File: src/rtl/vcp_pkg.sv
package vcp_pkg;

   localparam int unsigned OFFSET_W = 10;
   localparam int unsigned LENGTH_W = 10;
   localparam int unsigned BYTE_W   = 8;
   localparam int unsigned CSR_IDX_W = 2;

   // control point opcodes
   localparam logic [BYTE_W-1:0] OP_DOWN        = 8'd0;
   localparam logic [BYTE_W-1:0] OP_UP          = 8'd1;
   localparam logic [BYTE_W-1:0] OP_UNMUTE_DOWN = 8'd2;
   localparam logic [BYTE_W-1:0] OP_UNMUTE_UP   = 8'd3;
   localparam logic [BYTE_W-1:0] OP_SET_ABS     = 8'd4;
   localparam logic [BYTE_W-1:0] OP_UNMUTE      = 8'd5;
   localparam logic [BYTE_W-1:0] OP_MUTE        = 8'd6;

   // register map
   localparam logic [CSR_IDX_W-1:0] CSR_STEP_SIZE    = 2'd0;
   localparam logic [CSR_IDX_W-1:0] CSR_STATE_NOTIFY = 2'd1;
   localparam logic [CSR_IDX_W-1:0] CSR_FLAGS_NOTIFY = 2'd2;

   localparam logic [LENGTH_W-1:0] LEN_SHORT = 10'd2;
   localparam logic [LENGTH_W-1:0] LEN_LONG  = 10'd3;
   localparam logic [OFFSET_W-1:0] OFFSET_ZERO = '0;

   localparam logic [BYTE_W-1:0] VOL_MIN        = 8'd0;
   localparam logic [BYTE_W-1:0] VOL_MAX        = 8'd255;
   localparam logic [BYTE_W-1:0] VOL_RESET      = 8'd128;
   localparam logic [BYTE_W-1:0] STEP_RESET     = 8'd16;
   localparam logic [BYTE_W-1:0] FLAG_PERSISTED = 8'h01 << 0;

   typedef enum logic [1:0] {
      ST_OK          = 2'd0,
      ST_BAD_LEN     = 2'd1,
      ST_BAD_COUNTER = 2'd2,
      ST_BAD_OPCODE  = 2'd3
   } status_type;

   typedef struct packed {
      logic [BYTE_W-1:0] step_size;
      logic              state_notify_enable;
      logic              flags_notify_enable;
   } cfg_type;

   typedef struct packed {
      logic [OFFSET_W-1:0] write_offset;
      logic [LENGTH_W-1:0] write_length;
      logic [BYTE_W-1:0]   action;
      logic [BYTE_W-1:0]   counter_operand;
      logic [BYTE_W-1:0]   absolute_volume;
   } req_type;

   typedef struct packed {
      logic [BYTE_W-1:0] volume_level;
      logic              mute_flag;
      logic [BYTE_W-1:0] change_count;
      logic [BYTE_W-1:0] flag_byte;
   } state_type;

   typedef struct packed {
      status_type        status;
      logic [BYTE_W-1:0] volume_now;
      logic              mute_now;
      logic [BYTE_W-1:0] counter_now;
      logic [BYTE_W-1:0] flags_now;
      logic              flags_notify;
      logic              state_notify;
   } rsp_type;

endpackage

File: src/rtl/vcp_csr.sv
module vcp_csr import vcp_pkg::*; (
   input  logic                 clock,
   input  logic                 reset,
   input  logic                 csr_valid,
   output logic                 csr_ready,
   input  logic [CSR_IDX_W-1:0] csr_index,
   input  logic [BYTE_W-1:0]    csr_wdata,
   output cfg_type              cfg
);

   cfg_type cfg_ff;
   cfg_type cfg_in;

   assign csr_ready = 1'b1;
   assign cfg       = cfg_ff;

   always_comb begin
      cfg_in = cfg_ff;
      if (csr_valid) begin
         case (csr_index)
            CSR_STEP_SIZE:    cfg_in.step_size           = csr_wdata;
            CSR_STATE_NOTIFY: cfg_in.state_notify_enable = csr_wdata[0];
            CSR_FLAGS_NOTIFY: cfg_in.flags_notify_enable = csr_wdata[0];
            default:          cfg_in = cfg_ff;   // unmapped index, dropped
         endcase
      end
   end

   always_ff @(posedge clock) begin
      if (reset) begin
         cfg_ff.step_size           <= STEP_RESET;
         cfg_ff.state_notify_enable <= 1'b0;
         cfg_ff.flags_notify_enable <= 1'b0;
      end else begin
         cfg_ff <= cfg_in;
      end
   end

endmodule

File: src/rtl/vcp_update.sv
module vcp_update import vcp_pkg::*; (
   input  req_type   req,
   input  state_type state,
   input  cfg_type   cfg,
   output state_type state_next,
   output rsp_type   rsp
);

   status_type        status;
   logic [BYTE_W:0]   raise_sum;
   logic [BYTE_W-1:0] vol_lower;
   logic [BYTE_W-1:0] vol_raise;
   logic              flags_written;

   always_comb begin
      raise_sum = {1'b0, state.volume_level} + {1'b0, cfg.step_size};
      vol_raise = raise_sum[BYTE_W] ? VOL_MAX : raise_sum[BYTE_W-1:0];
      vol_lower = (state.volume_level > cfg.step_size) ?
                  state.volume_level - cfg.step_size : VOL_MIN;
   end

   // checks in priority order; set absolute needs the long form
   always_comb begin
      if (req.write_offset != OFFSET_ZERO ||
          !(req.write_length inside {LEN_SHORT, LEN_LONG})) begin
         status = ST_BAD_LEN;
      end else if (req.counter_operand != state.change_count) begin
         status = ST_BAD_COUNTER;
      end else if (req.action > OP_MUTE) begin
         status = ST_BAD_OPCODE;
      end else if (req.action == OP_SET_ABS && req.write_length != LEN_LONG) begin
         status = ST_BAD_LEN;
      end else begin
         status = ST_OK;
      end
   end

   always_comb begin
      state_next    = state;
      flags_written = 1'b0;
      if (status == ST_OK) begin
         case (req.action)
            OP_DOWN:        state_next.volume_level = vol_lower;
            OP_UP:          state_next.volume_level = vol_raise;
            OP_UNMUTE_DOWN: begin
               state_next.volume_level = vol_lower;
               state_next.mute_flag    = 1'b0;
            end
            OP_UNMUTE_UP:   begin
               state_next.volume_level = vol_raise;
               state_next.mute_flag    = 1'b0;
            end
            OP_SET_ABS:     state_next.volume_level = req.absolute_volume;
            OP_UNMUTE:      state_next.mute_flag = 1'b0;
            default:        state_next.mute_flag = 1'b1;
         endcase
         if (req.action <= OP_SET_ABS) begin
            state_next.flag_byte = FLAG_PERSISTED;
            flags_written        = 1'b1;
         end
         state_next.change_count = state.change_count + 8'd1;
      end
   end

   always_comb begin
      rsp.status       = status;
      rsp.volume_now   = state_next.volume_level;
      rsp.mute_now     = state_next.mute_flag;
      rsp.counter_now  = state_next.change_count;
      rsp.flags_now    = state_next.flag_byte;
      rsp.flags_notify = flags_written && cfg.flags_notify_enable;
      rsp.state_notify = (status == ST_OK) && cfg.state_notify_enable;
   end

endmodule

File: src/rtl/volume_control_point.sv
// A req transaction loads into the input register at the accepting edge and moves into
// the result register, raising rsp_valid, once that register is empty or being drained.
// Throughput: one transaction per cycle while rsp_ready does not stall the result
// register; the state update is computed combinationally between the input register and the result register.
// Reset (synchronous, active high): volume 128, unmuted, change counter 0,
// flags 0, step size 16, both notify enables off, both pipeline stages empty.
module volume_control_point import vcp_pkg::*; (
   input  logic                 clock,
   input  logic                 reset,

   // control point write
   input  logic                 req_valid,
   output logic                 req_ready,
   input  logic [OFFSET_W-1:0]  req_write_offset,
   input  logic [LENGTH_W-1:0]  req_write_length,
   input  logic [BYTE_W-1:0]    req_action,
   input  logic [BYTE_W-1:0]    req_counter_operand,
   input  logic [BYTE_W-1:0]    req_absolute_volume,

   // result of the write
   output logic                 rsp_valid,
   input  logic                 rsp_ready,
   output logic [1:0]           rsp_status,
   output logic [BYTE_W-1:0]    rsp_volume_now,
   output logic                 rsp_mute_now,
   output logic [BYTE_W-1:0]    rsp_counter_now,
   output logic [BYTE_W-1:0]    rsp_flags_now,
   output logic                 rsp_flags_notify,
   output logic                 rsp_state_notify,

   // configuration registers
   input  logic                 csr_valid,
   output logic                 csr_ready,
   input  logic [CSR_IDX_W-1:0] csr_index,
   input  logic [BYTE_W-1:0]    csr_wdata
);

   cfg_type   cfg;

   // input register stage
   logic      in_valid_ff;
   req_type   in_req_ff;

   // result register stage
   logic      out_valid_ff;
   rsp_type   out_rsp_ff;

   // live control point state
   state_type state_ff;
   state_type state_in;
   rsp_type   rsp_in;

   logic      advance;

   vcp_csr u_csr (
      .clock     (clock),
      .reset     (reset),
      .csr_valid (csr_valid),
      .csr_ready (csr_ready),
      .csr_index (csr_index),
      .csr_wdata (csr_wdata),
      .cfg       (cfg)
   );

   // The held transaction moves into the result register whenever that
   // register is empty or being drained this cycle. The state commits at the
   // same edge, so the next transaction sees the updated counter and volume.
   assign advance   = in_valid_ff && (!out_valid_ff || rsp_ready);
   assign req_ready = !in_valid_ff || advance;

   always_ff @(posedge clock) begin
      if (reset) begin
         in_valid_ff <= 1'b0;
      end else if (req_ready) begin
         in_valid_ff <= req_valid;
      end
   end

   always_ff @(posedge clock) begin
      if (req_valid && req_ready) begin
         in_req_ff.write_offset    <= req_write_offset;
         in_req_ff.write_length    <= req_write_length;
         in_req_ff.action          <= req_action;
         in_req_ff.counter_operand <= req_counter_operand;
         in_req_ff.absolute_volume <= req_absolute_volume;
      end
   end

   vcp_update u_update (
      .req        (in_req_ff),
      .state      (state_ff),
      .cfg        (cfg),
      .state_next (state_in),
      .rsp        (rsp_in)
   );

   always_ff @(posedge clock) begin
      if (reset) begin
         state_ff.volume_level <= VOL_RESET;
         state_ff.mute_flag    <= 1'b0;
         state_ff.change_count <= '0;
         state_ff.flag_byte    <= '0;
      end else if (advance) begin
         state_ff <= state_in;
      end
   end

   always_ff @(posedge clock) begin
      if (reset) begin
         out_valid_ff <= 1'b0;
      end else if (advance) begin
         out_valid_ff <= 1'b1;
      end else if (rsp_ready) begin
         out_valid_ff <= 1'b0;
      end
   end

   always_ff @(posedge clock) begin
      if (advance) begin
         out_rsp_ff <= rsp_in;
      end
   end

   assign rsp_valid        = out_valid_ff;
   assign rsp_status       = out_rsp_ff.status;
   assign rsp_volume_now   = out_rsp_ff.volume_now;
   assign rsp_mute_now     = out_rsp_ff.mute_now;
   assign rsp_counter_now  = out_rsp_ff.counter_now;
   assign rsp_flags_now    = out_rsp_ff.flags_now;
   assign rsp_flags_notify = out_rsp_ff.flags_notify;
   assign rsp_state_notify = out_rsp_ff.state_notify;

endmodule

File: config.mk
export PLATFORM = sky130hd
export DESIGN_NAME = volume_control_point
export DESIGN_NICKNAME = d
export VERILOG_FILES = /design/src/rtl/vcp_pkg.sv /design/src/rtl/vcp_csr.sv /design/src/rtl/vcp_update.sv /design/src/rtl/volume_control_point.sv
export SDC_FILE = /design/constraint.sdc
export NUM_CORES = 1
export LEC_CHECK = 0
export ABC_CLOCK_PERIOD_IN_PS = 3270
export BUFFER_PORTS_ARGS = -buffer_cell sky130_fd_sc_hd__buf_2
export CORE_MARGIN = 2
export CORE_UTILIZATION = 50
export DETAILED_ROUTE_END_ITERATION = 16
export PLACE_DENSITY = 0.75
export SETUP_SLACK_MARGIN = 0.3
export SYNTH_ARGS = -nofsm -noshare
export SYNTH_HDL_FRONTEND = slang
export SYNTH_SLANG_ARGS = --single-unit
File: constraint.sdc
create_clock -name clock -period 3.27 [get_ports clock]
set_clock_uncertainty 0.15 [all_clocks]
set_input_delay 0.327 -clock clock [delete_from_list [all_inputs] [get_ports clock]]
set_output_delay 0.327 -clock clock [all_outputs]
set_load 0.005 [all_outputs]
After elaboration in Yosys (flattened, before gate mapping):

Index checks and enable logic that the tools add are counted.

* bits in registers: 110
* input bits: 59
* output and inout port bits: 32
* word-level logic and storage cells: 76

* add/subtract/negate cells: 3
* order comparisons: 3
* eq/ne operators: 11
* multiplexer cells: 14
* reduce and logical (&&, ||, !) cells: 24

Operators with widths (count)
* $mux W25: 1
* $mux W8: 3
* $pmux W8 S3: 1
* $eq A10 B2 Y1 const B: 2
* $eq A8 B2 Y1 const B: 2
* $eq A8 B3 Y1 const B: 2
* $ne A10 B2 Y1 const B: 1
* $reduce_bool A10 Y1: 1
* $add A8 B8 Y9: 1
* $add A8 B1 Y8 const B: 1
* $eq A8 B1 Y1 const B: 1
* $gt A8 B3 Y1 const B: 1
* $gt A8 B8 Y1: 1
* $le A8 B3 Y1 const B: 1
* $logic_not A8 Y1: 1
* $ne A8 B8 Y1: 1
* $sub A8 B8 Y8: 1
* $mux W2: 3
* $reduce_and A2 Y1: 3
* $reduce_or A3 Y1: 2
* $logic_and A1 B1 Y1: 5
* $mux W1: 5
* $logic_not A2 Y1: 2
* $reduce_bool A2 Y1: 2
* 6 further kinds: 11

Depth between registers and ports, before layout:

Gate-level depths: netlist of the first run.

* depth in word-level cells: 9
* gate-level depth with buffers: 10
* mapped depth without buffers: 10

Cells and area by module:

Synthesis of the first run repeated with hierarchy kept, for this count alone.

* cell total of the unflattened synthesis: 468
* area total of the unflattened synthesis: 5457.7 um2

Modules (own cells, without submodules)
* volume_control_point: times used 1, cells an instance 191, area an instance 3390.8 um2, seq. area each 2732.6 um2
* vcp_update: times used 1, cells an instance 232, area an instance 1604.0 um2, seq. area each 0.0 um2
* vcp_csr: times used 1, cells an instance 45, area an instance 462.9 um2, seq. area each 200.2 um2

Least setup slack after synthesis of the first run:

OpenSTA, ideal clock, no wires.

* kind: register to register
* start: register out_valid_ff (netlist: rsp_valid)
* end: register state_ff[9] in the netlist's numbering
* setup time: 128 ps
* arrival time: 2970 ps
* data required time: 2992 ps
* setup slack: 23 ps
* stages on the path, launching flop included: 8
* buffers on the path: 1
* clock period less this slack: 3247 ps
* cell sequence: dfxtp_1 -> nor2b_1 -> nor2b_1 -> inv_1 -> nor4_4 -> buf_6 -> mux2i_1 -> nor2_1

* cells in the longest elaborated chain, start to end: 3

Ends and longest elaborated chain
* from (decl): line volume_control_point.sv:45 `logic out_valid_ff;`
* from (signal assigned): line volume_control_point.sv:110 `out_valid_ff <= 1'b0;`
* from (signal assigned): line volume_control_point.sv:112 `out_valid_ff <= 1'b1;`
* from (signal assigned): line volume_control_point.sv:114 `out_valid_ff <= 1'b0;`
* $logic_not A1 Y1: line volume_control_point.sv:68 `assign advance = in_valid_ff && (!out_valid_ff || rsp_ready);`
* $logic_or A1 B1 Y1: line volume_control_point.sv:68
* $logic_and A1 B1 Y1: line volume_control_point.sv:68
* net advance: line volume_control_point.sv:53 `logic advance;`
* to (signal assigned): line volume_control_point.sv:104 `state_ff <= state_in;`
* to (decl): line volume_control_point.sv:49 `state_type state_ff;`

The timed path passes the listed nets, and every way through them passes these cells.
A chain may end at the register's enable or synchronous reset.

==> summary.txt, run 1 <==
mapped cell area - 5110 sq um
YS warnings - 0
largest net degree at the start of global routing - 45
Congestion Overflow GR - 0
drt first-iter violations - 416
vias after detailed routing - 3927
unrepaired setup endpoints after global routing - true
status - finished clean
Yosys top cell area share - 42.9%
area grow syn2layout - 23.9%
Hold Path Sink - in_valid_ff$_SDFFE_PP0N_
Reg2Reg Capture Point - rsp_volume_now[2]$_DFFE_PP_
Pleak - 2.40 nW
DR vias/cell - 5.43
GR Util All Layers - 21.5%
Setup crit start kind - register
sw power - 604 uW
DRT Pass-1 Iters - 5
# Post-CTS Setup Buffers - 0
I/O Pins - 91
DRT Wirelength - 11700 um
fin cells - 723
Synth Flop Type - edfxtp_1
R2R Setup Slk - 0.36 ns
Setup Viol. Count Final - 0
# clock sinks - 110
worst slew pin tran - 0.989 ns
Overall Power - 2.52 mW
hold depth - 3
first-pass GRT wire length - 18800 um
Crit. End Element - register
Max Slew Vio Count - 0
worst stage delay on the critical path - 0.55 ns
hpwl dp - 7620 um
CTS buffer count - 9
Wirelength per Cell - 16.1 um
commonest cells after routing, fill and taps aside - 89 x buf_2, 73 x edfxtp_1, 46 x nor2_1
Reg2Reg Launch Point - in_req_ff[23]$_DFFE_PP_
port bufs - 89
Inst Count DP - 663
Starting Density - 51.9%
Pint - 1.92 mW
critical path required time - 3.35 ns
clk buf depth - 2
hold_sp - req_valid
most common cell after layout, fill and taps aside - buf_2
Crit Path Class - register to register
Worst Hold Class - primary input to register
sequential element share of the synthesized area - 57.3%
Fmax - 344 MHz
core area - 9860 sq um
Clock Latency Late Sink - 0.37 ns
Peak VDD IR - 283 uV
root buffer cell - clkbuf_8
layout cells sized above 1 - 23.4%
Fin. Hold Viols - 0
worst r2r path cells - 6
Yosys reg bits - 110
Final Instance Area - 6340 sq um
Crit-path slowest cell - or4_1
Worst EP arrival - 2.99 ns
width of the die - 105 um
maxcap violations - 0
asr flop ratio synth - 0%
Clock transition at path regs - 0.11 ns
slew margin rel. - 34.1%
crit path time final - 2.91 ns
Die ar. - 11100 sq um
Final ANT Viol Nets - 0
Period Utilization, post-route - 89.0%
H-tree level count - 3
final worst slack - 0.361 ns
setup TNS - 0 ns
vias in the first global route - 3913
syn_nets - 529
Post-synth EDFFs - 73
Setup WS pre-CTS - 0.211 ns
initial antenna violation count - 0
clock power share - 30.3%
count of cell types in the netlist - 64
gpl congestion - 0.979
maximum fanout along the worst path - 7
Nets - 663
Post-DP Area - 5680 sq um
ant diodes - 0
part of the power in registers - 61.6%
cell taking the most area after synthesis - edfxtp_1
gate count of the mapped netlist - 451
CTS tree - done
pwr dens - 398 nW/um^2
Syn Area/Cell - 11.3 sq um
CP cell instances - or4_1 -> or2_1 -> or4_4 -> or2_4 -> o221ai_1 -> mux2_2
combinational fraction of design power - 8.2%
Die Ht - 105 um
Sw Share - 23.9%
Core Rows - 36
synth top area cells - edfxtp_1 43%, dfxtp_1 14%, ha_1 4.2%, nor2_1 3.4%, a21oi_1 3.1%
DRC - 0
-- cell families (layout without fill, tap and decap cells) --
logic type | after synthesis | in the layout | share of synthesized area, %
other cells | 1 | 1 | 0.0733
compound gates | 94 | 94 | 12.3
simple gates | 158 | 158 | 16.6
flops | 110 | 110 | 57.3
xor+xnor | 20 | 20 | 3.42
buf+inv | 43 | 182 | 4.01
fa+ha+maj | 19 | 19 | 4.94
mux | 6 | 6 | 1.25
-- critical path: cells and delay by family (launching register included) --
kind | cells | cell delay [ns]
AO/OA/AOI/OAI | 1 | 0.31
flip-flops | 1 | 0.38
multiplexers | 1 | 0.23
AND/OR/NAND/NOR | 4 | 1.71
-- sequential cells by signal (all words and copies together) (netlist names) --
register          count
in_req_ff            44
state_ff             25
u_csr.cfg            10
rsp_counter_now       8
rsp_flags_now         8
rsp_volume_now        8
rsp_status            2
in_valid_ff           1
rsp_flags_notify      1
rsp_mute_now          1
rsp_state_notify      1
rsp_valid             1
-- worst max path at each step --
| stage | startpoint | endpoint | slack (ns) | depth (start not counted) |
|---|---|---|---|---|
| CTS | u_csr.cfg[2]$_SDFFE_PP0P_ | rsp_volume_now[3]$_DFFE_PP_ | 0.31 | 8 |
| global route | u_csr.cfg[6]$_SDFFE_PP1P_ | rsp_volume_now[5]$_DFFE_PP_ | 0.30 | 9 |
| finish | in_req_ff[23]$_DFFE_PP_ | rsp_volume_now[2]$_DFFE_PP_ | 0.36 | 6 |
| detailed placement | u_csr.cfg[2]$_SDFFE_PP0P_ | rsp_volume_now[3]$_DFFE_PP_ | 0.21 | 8 |
| global placement | u_csr.cfg[7]$_SDFFE_PP0P_ | rsp_volume_now[3]$_DFFE_PP_ | 0.36 | 8 |
| floorplan | u_csr.cfg[4]$_SDFFE_PP0P_ | rsp_volume_now[3]$_DFFE_PP_ | 0.47 | 9 |
-- cells in the mapped netlist, types with 8 or more instances --
library cell and number:
a211oi_1 9, a21oi_1 32, and2_1 11, and3_1 13
clkbuf_1 11, dfxtp_1 37, edfxtp_1 73, ha_1 17
inv_1 25, nand2_1 21, nand3_1 13, nor2_1 46
nor2b_1 8, o21ai_0 14, xnor2_1 18
-- routing by layer --
| layer | routed length, um | share of wire (%) | GRT usage (%) | up-vias |
|---|---|---|---|---|
| met5 | 0 | 0 | 0 | - |
| met4 | 272 | 2.3 | 7.05 | 0 |
| met3 | 811 | 6.9 | 4.80 | 20 |
| met2 | 5440 | 47 | 34.4 | 173 |
| met1 | 5160 | 44 | 29.0 | 1834 |
| li1 | - | - | - | 1900 |
-- area by class of cell --
class	instances	area, sq um
multi-input combinational	298	2020
fill	767	3530
clock inverter	6	47.5
timing repair buffer	141	946
sequential	110	2930
tap	133	166
clock buffer	10	128
inverter	25	93.8
-- per-stage QoR --
step / hold WS (ns) / util, %
global placement: 0.297 / 57.6
CTS: 0.0157 / 63.9
detailed placement: 0.310 / 57.6
global route: 0.0354 / 64.3
finish: 0.0218 / 64.3
floorplan: 0.276 / -
-- power groups by stage --
| stage | registers (mW) | logic [mW] | clock network (mW) |
|---|---|---|---|
| after floorplan | 1.58 | 0.0874 | 0 |
| after global placement | 1.58 | 0.155 | 0 |
| after detailed placement | 1.59 | 0.159 | 0 |
| after CTS | 1.55 | 0.200 | 0.769 |
| after global routing | 1.56 | 0.227 | 0.828 |
| final | 1.55 | 0.206 | 0.764 |
-- timing repair --
action	CTS	global route
hold buffers	44	0
pin swaps	0	1
hold endpoints to repair	44	0
gates resized for setup	2	6
endpoints found under the setup margin	1	13
No activity file was read; power rests on OpenSTA's default activity.
==> run 2, diff against run 1 <==
BUFFER_PORTS_ARGS = unset   (was -buffer_cell sky130_fd_sc_hd__buf_2)
DONT_BUFFER_PORTS = 1   (was unset)
PLACE_DENSITY = 0.68   (was 0.75)
==> run 2 against run 1 <==
Clock power increased by 25%. Critical path depth is 2 higher. Sequential share of layout area grew 1.9 points. Register-to-register slack better by 0.04 ns. Utilization decreased by 2.5 points. Global-route usage fell by 0.66 points. Fmax is 1.3% higher. Clock-buffer cell count increased by 1. Largest cell class unchanged. Highest routed layer unchanged.
==> summary.txt, run 2 (same netlist as run 1, synthesis figures left out) <==
M1 GR Usage - 29.1% (was 29.0%)
worst slew pin tran - 1.19 ns (was 0.989 ns)
Inst Count DP - 575 (was 663)
most common cell after layout, fill and taps aside - edfxtp_1 (was buf_2)
max FFs per register - 44 (unchanged)
CTS buffer count - 9 (unchanged)
Crit Path Class - register to register (unchanged)
drt first-iter violations - 252 (was 416)
Die Ht - 105 um (unchanged)
crit path time final - 2.87 ns (was 2.91 ns)
critical path required time - 3.24 ns (was 3.35 ns)
Crit. End Element - register (unchanged)
first-pass GRT wire length - 17700 um (was 18800 um)
Worst EP arrival - 2.85 ns (was 2.99 ns)
Setup Viol. Count Final - 0 (unchanged)
status - finished clean (unchanged)
Starting Density - 51.9% (unchanged)
Clock Latency Late Sink - 0.37 ns (about the same)
Post-DP Area - 5250 sq um (was 5680 sq um)
GR Util All Layers - 20.8% (was 21.5%)
met3 Track Usage GR - 4.68% (was 4.80%)
Finished Core Util - 61.7% (was 64.3%)
setup TNS - 0 ns (unchanged)
Fin. Hold Viols - 0 (unchanged)
Setup crit start kind - register (unchanged)
DRT Pass-1 Iters - 4 (was 5)
Max Slew Vio Count - 0 (unchanged)
maxcap violations - 0 (unchanged)
ant diodes - 0 (unchanged)
hpwl dp - 7490 um (was 7620 um)
Clock transition at path regs - 0.11 ns (about the same)
vias in the first global route - 3474 (was 3913)
core area - 9860 sq um (unchanged)
gpl congestion - 0.880 (was 0.979)
Congestion Overflow GR - 0 (unchanged)
I/O Pins - 91 (unchanged)
largest net degree at the start of global routing - 45 (unchanged)
Final ANT Viol Nets - 0 (unchanged)
Peak VDD IR - 263 uV (was 283 uV)
DRC - 0 (unchanged)
commonest cells after routing, fill and taps aside - 73 x edfxtp_1, 54 x dlygate4sd3_1, 46 x nor2_1 (was 89 x buf_2, 73 x edfxtp_1, 46 x nor2_1)
Wirelength per Cell - 17.2 um (was 16.1 um)
initial antenna violation count - 0 (unchanged)
# clock sinks - 110 (unchanged)
CTS tree - done (unchanged)
met2 GRT Util - 32.3% (was 34.4%)
DRT Wirelength - 11100 um (was 11700 um)
root buffer cell - clkbuf_8 (unchanged)
width of the die - 105 um (unchanged)
slew margin rel. - 20.4% (was 34.1%)
H-tree level count - 3 (unchanged)
Die ar. - 11100 sq um (unchanged)
DR vias/cell - 5.50 (was 5.43)
Nets - 586 (was 663)
unrepaired setup endpoints after global routing - false (was true)
Core Rows - 36 (unchanged)
layout cells sized above 1 - 10.1% (was 23.4%)
Worst Hold Class - primary input to register (unchanged)
maximum fanout along the worst path - 3 (was 7)
Period Utilization, post-route - 87.9% (was 89.0%)
fin cells - 646 (was 723)
Final Instance Area - 6090 sq um (was 6340 sq um)
pwr dens - 440 nW/um^2 (was 398 nW/um^2)
Top reg by flops - in_req_ff (unchanged)
Pleak - 2.14 nW (was 2.40 nW)
port bufs - 0 (was 89)
grt peak-use layer - met2 (unchanged)
area grow syn2layout - 19.1% (was 23.9%)
vias after detailed routing - 3554 (was 3927)
Fmax - 348 MHz (was 344 MHz)
clk buf depth - 2 (unchanged)
## run 2: cell count changes in the layout (fill, tap and decap cells not counted), sizes merged
| cell | delta |
|---|---|
| clkinvlp | -1 |
| bufinv | +2 |
| buf | -87 |
| dlygate4sd3 | +10 |
| inv | +1 |
| clkinv | -3 |
| clkbuf | +1 |
## run 2: layout make-up
class,instances,area (sq um)
Clock buffer,11,153
Clock inverter,5,87.6
Fill cell,805,3770
Inverter,25,93.8
Multi-Input combinational cell,298,2030
Sequential cell,110,2930
Tap cell,133,166
Timing Repair Buffer,64,628
## run 2: where the power goes
group          total [mW]  switching [mW]  internal [mW]
logic               0.167          0.0871         0.0797
clock network       0.956           0.469          0.487
registers            1.56          0.0232           1.53
## run 2: path summary, 6_finish.rpt
path | from | to | slack, ns | cells past startpoint
setup / recovery | u_csr.cfg[2]$_SDFFE_PP0P_ | rsp_volume_now[3]$_DFFE_PP_ | 0.40 | 8
hold / removal | reset | state_ff[24]$_SDFFE_PP1P_ | 0.02 | 2
setup reg to reg | u_csr.cfg[2]$_SDFFE_PP0P_ | rsp_volume_now[3]$_DFFE_PP_ | 0.40 | 8
hold reg to reg | state_ff[3]$_SDFFE_PP0P_ | state_ff[3]$_SDFFE_PP0P_ | 0.33 | 1
## run 2: timing repair
item                                    in CTS  in global routing
hold buffers                                54                  0
setup buffers                                0                  1
pin swaps                                    0                  2
endpoints found under the setup margin       1                 16
resized for setup                            2                  8
endpoints found under the hold margin       70                  0
## run 2: worst max-delay path, cell delays in order, from the launching register on
cell and delay, ns:
dfxtp_1 0.34, ha_1 0.22, fa_1 0.38, nand2b_1 0.14
a211o_1 0.16, a21boi_0 0.11, or4b_2 0.73, a221oi_4 0.29
o21ai_0 0.11
## run 2: per-stage QoR
stage	hold slack, ns	worst slack [ns]	power, mW
finish	0.0203	0.397	2.68
global route	0.0381	0.302	2.77
CTS	0.00797	0.342	2.69
detailed placement	0.248	0.293	1.69
global placement	0.247	0.355	1.69
floorplan	0.276	0.470	1.67
## run 2: metal layers
layer | part of all wire, % | vias up
met5 | 0 | -
li1 | - | 1749
met2 | 46 | 102
met3 | 5.0 | 12
met4 | 1.5 | 0
met1 | 48 | 1691
==> run 3, diff against run 2 <==
CORE_UTILIZATION = 40   (was 50)
PLACE_DENSITY = unset   (was 0.68)
==> run 3 against run 2 <==
First-iteration DRC count rose by 4.4%. Clock power rose by 16%. Wire length grew 3.3%. Final area increased by 1.8%. Setup slack better by 0.025 ns. Sequential cell count is the same. Global-route usage is 3.2 points lower. Highest routed layer unchanged. Critical path type unchanged. Largest cell class unchanged. Critical path depth fell by 2.
==> summary.txt, run 3 (same netlist as run 1, synthesis figures left out) <==
worst r2r path cells - 6 (was 8)
Reg2Reg Capture Point - rsp_volume_now[5]$_DFFE_PP_ (was rsp_volume_now[3]$_DFFE_PP_)
crit path time final - 2.85 ns (was 2.87 ns)
DRC - 0 (unchanged)
Fin. Hold Viols - 0 (unchanged)
combinational fraction of design power - 5.9% (was 6.2%)
largest net degree at the start of global routing - 45 (unchanged)
maxcap violations - 0 (unchanged)
CP most frequent cell - or2_4
CTS tree - done (unchanged)
Max Slew Vio Count - 0 (unchanged)
Inst Count DP - 614 (was 575)
Nets - 585 (was 586)
Fillers - 1103 (was 805)
layout cells sized above 1 - 10.4% (was 10.1%)
Setup Viol. Count Final - 0 (unchanged)
Reg2Reg Launch Point - in_req_ff[23]$_DFFE_PP_ (was u_csr.cfg[2]$_SDFFE_PP0P_)
most common cell after layout, fill and taps aside - edfxtp_1 (unchanged)
pwr dens - 457 nW/um^2 (was 440 nW/um^2)
GR Util All Layers - 17.7% (was 20.8%)
worst slew pin tran - 1.13 ns (was 1.19 ns)
part of the power in registers - 55.0% (was 58.1%)
Period Utilization, post-route - 87.1% (was 87.9%)
Peak VDD IR - 362 uV (was 263 uV)
I/O Pins - 91 (unchanged)
area grow syn2layout - 21.2% (was 19.1%)
Core Rows - 41 (was 36)
Pint - 2.21 mW (was 2.10 mW)
sw power - 622 uW (was 580 uW)
ant diodes - 0 (unchanged)
commonest cells after routing, fill and taps aside - 73 x edfxtp_1, 54 x dlygate4sd3_1, 46 x nor2_1 (unchanged)
initial antenna violation count - 0 (unchanged)
Pleak - 2.17 nW (was 2.14 nW)
DRT Wirelength - 11500 um (was 11100 um)
Starting Density - 40.7% (was 51.9%)
Die Ht - 117 um (was 105 um)
setup TNS - 0 ns (unchanged)
hpwl dp - 7910 um (was 7490 um)
vias in the first global route - 3457 (was 3474)
Wirelength per Cell - 16.7 um (was 17.2 um)
Congestion Overflow GR - 0 (unchanged)
critical path required time - 3.34 ns (was 3.24 ns)
port bufs - 0 (unchanged)
unrepaired setup endpoints after global routing - true (was false)
Crit-path slowest cell - or4_1 (was or4b_2)
Top reg by flops - in_req_ff (unchanged)
Clock Latency Late Sink - 0.35 ns (was 0.37 ns)
max FFs per register - 44 (unchanged)
vias after detailed routing - 3543 (was 3554)
slew margin rel. - 24.3% (was 20.4%)
Fmax - 351 MHz (was 348 MHz)
fin cells - 684 (was 646)
Worst Hold Class - primary input to register (unchanged)
Sw Share - 21.9% (was 21.6%)
Die ar. - 13700 sq um (was 11100 sq um)
Crit. End Element - register (unchanged)
first-pass GRT wire length - 18200 um (was 17700 um)
Worst EP arrival - 2.92 ns (was 2.85 ns)
Crit path buffers/inverters - 0 (unchanged)
CP cell instances - or4_1 -> or2_4 -> or4_4 -> or2_4 -> o221ai_1 -> mux2_2 (was ha_1 -> fa_1 -> nand2b_1 -> a211o_1 -> a21boi_0 -> or4b_2 -> a221oi_4 -> o21ai_0)
maximum fanout along the worst path - 7 (was 3)
gpl congestion - 0.932 (was 0.880)
# clock sinks - 110 (unchanged)
Clock transition at path regs - 0.07 ns (was 0.11 ns)
Hold Path Sink - state_ff[24]$_SDFFE_PP1P_ (unchanged)
root buffer cell - clkbuf_16 (was clkbuf_8)
drt first-iter violations - 263 (was 252)
CTS buffer count - 9 (unchanged)
DRT Pass-1 Iters - 6 (was 4)
clk buf depth - 2 (unchanged)
# Post-CTS Setup Buffers - 0 (unchanged)
hold depth - 2 (unchanged)
H-tree level count - 3 (unchanged)
Final ANT Viol Nets - 0 (unchanged)
status - finished clean (unchanged)
Crit Path Class - register to register (unchanged)
CP delay by family, top - simple AND/OR/NAND/NOR gates (unchanged)
hold_sp - reset (unchanged)
core area - 12600 sq um (was 9860 sq um)
R2R Setup Slk - 0.42 ns (was 0.40 ns)
Setup crit start kind - register (unchanged)
worst stage delay on the critical path - 0.57 ns (was 0.73 ns)
width of the die - 117 um (was 105 um)
Worst Setup SP - in_req_ff[23]$_DFFE_PP_ (was u_csr.cfg[2]$_SDFFE_PP0P_)
DR vias/cell - 5.18 (was 5.50)
clock power share - 39.1% (was 35.7%)
[run 3: layer usage]
metal | part of all wire, % | GRT usage (%)
met5 | 0 | 0
met4 | 1.1 | 5.10
met2 | 45 | 27.3
met1 | 48 | 24.6
met3 | 5.5 | 4.69
[run 3: worst max-delay path by stage]
stage                             endpoint  cells after the start
2_1_floorplan  rsp_volume_now[3]$_DFFE_PP_                      9
3_3_place_gp   rsp_volume_now[3]$_DFFE_PP_                      8
3_5_place_dp   rsp_volume_now[3]$_DFFE_PP_                      8
4_1_cts        rsp_volume_now[2]$_DFFE_PP_                      9
5_1_grt          state_ff[22]$_SDFFE_PP0P_                      7
6_report       rsp_volume_now[5]$_DFFE_PP_                      6
[run 3: through the flow]
step,setup slack [ns],hold slack [ns],area (sq um),utilization (%),power [mW]
6_report,0.423,0.0402,6200,49.3,2.83
5_1_grt,0.295,0.0595,6200,49.3,2.94
4_1_cts,0.337,0.0312,6170,49.1,2.85
3_5_place_dp,0.218,0.255,5310,42.3,1.70
3_3_place_gp,0.253,0.251,5310,42.3,1.69
2_1_floorplan,0.470,0.276,5120,-,1.67
[run 3: area by class of cell]
| class | instances | area (sq um) | area share, % |
|---|---|---|---|
| inverters | 25 | 93.8 | 1.51 |
| repair buffers | 63 | 621 | 10.0 |
| flip-flops and latches | 110 | 2930 | 47.3 |
| clock buffers | 9 | 225 | 3.63 |
| multi-input cells | 298 | 2040 | 32.9 |
| clock inverters | 7 | 71.3 | 1.15 |
| well taps | 172 | 215 | 3.47 |
[run 3: power groups by stage]
stage	Combinational, mW	Sequential, mW	Clock [mW]
final	0.167	1.56	1.11
after detailed placement	0.105	1.59	0
after floorplan	0.0874	1.58	0
after CTS	0.164	1.56	1.13
after global routing	0.185	1.57	1.19
after global placement	0.105	1.59	0
[run 3: repair_timing]
action,in CTS,in global routing
setup endpoints to repair,1,17
pin swaps,0,0
resized for setup,3,7
hold endpoints to repair,70,0
hold buffers,54,0
[run 3: worst reg2reg max path: stages (launching register included)]
cell and delay, ns:
edfxtp_1 0.38, or4_1 0.57, or2_4 0.29, or4_4 0.51, or2_4 0.27, o221ai_1 0.32, mux2_2 0.23
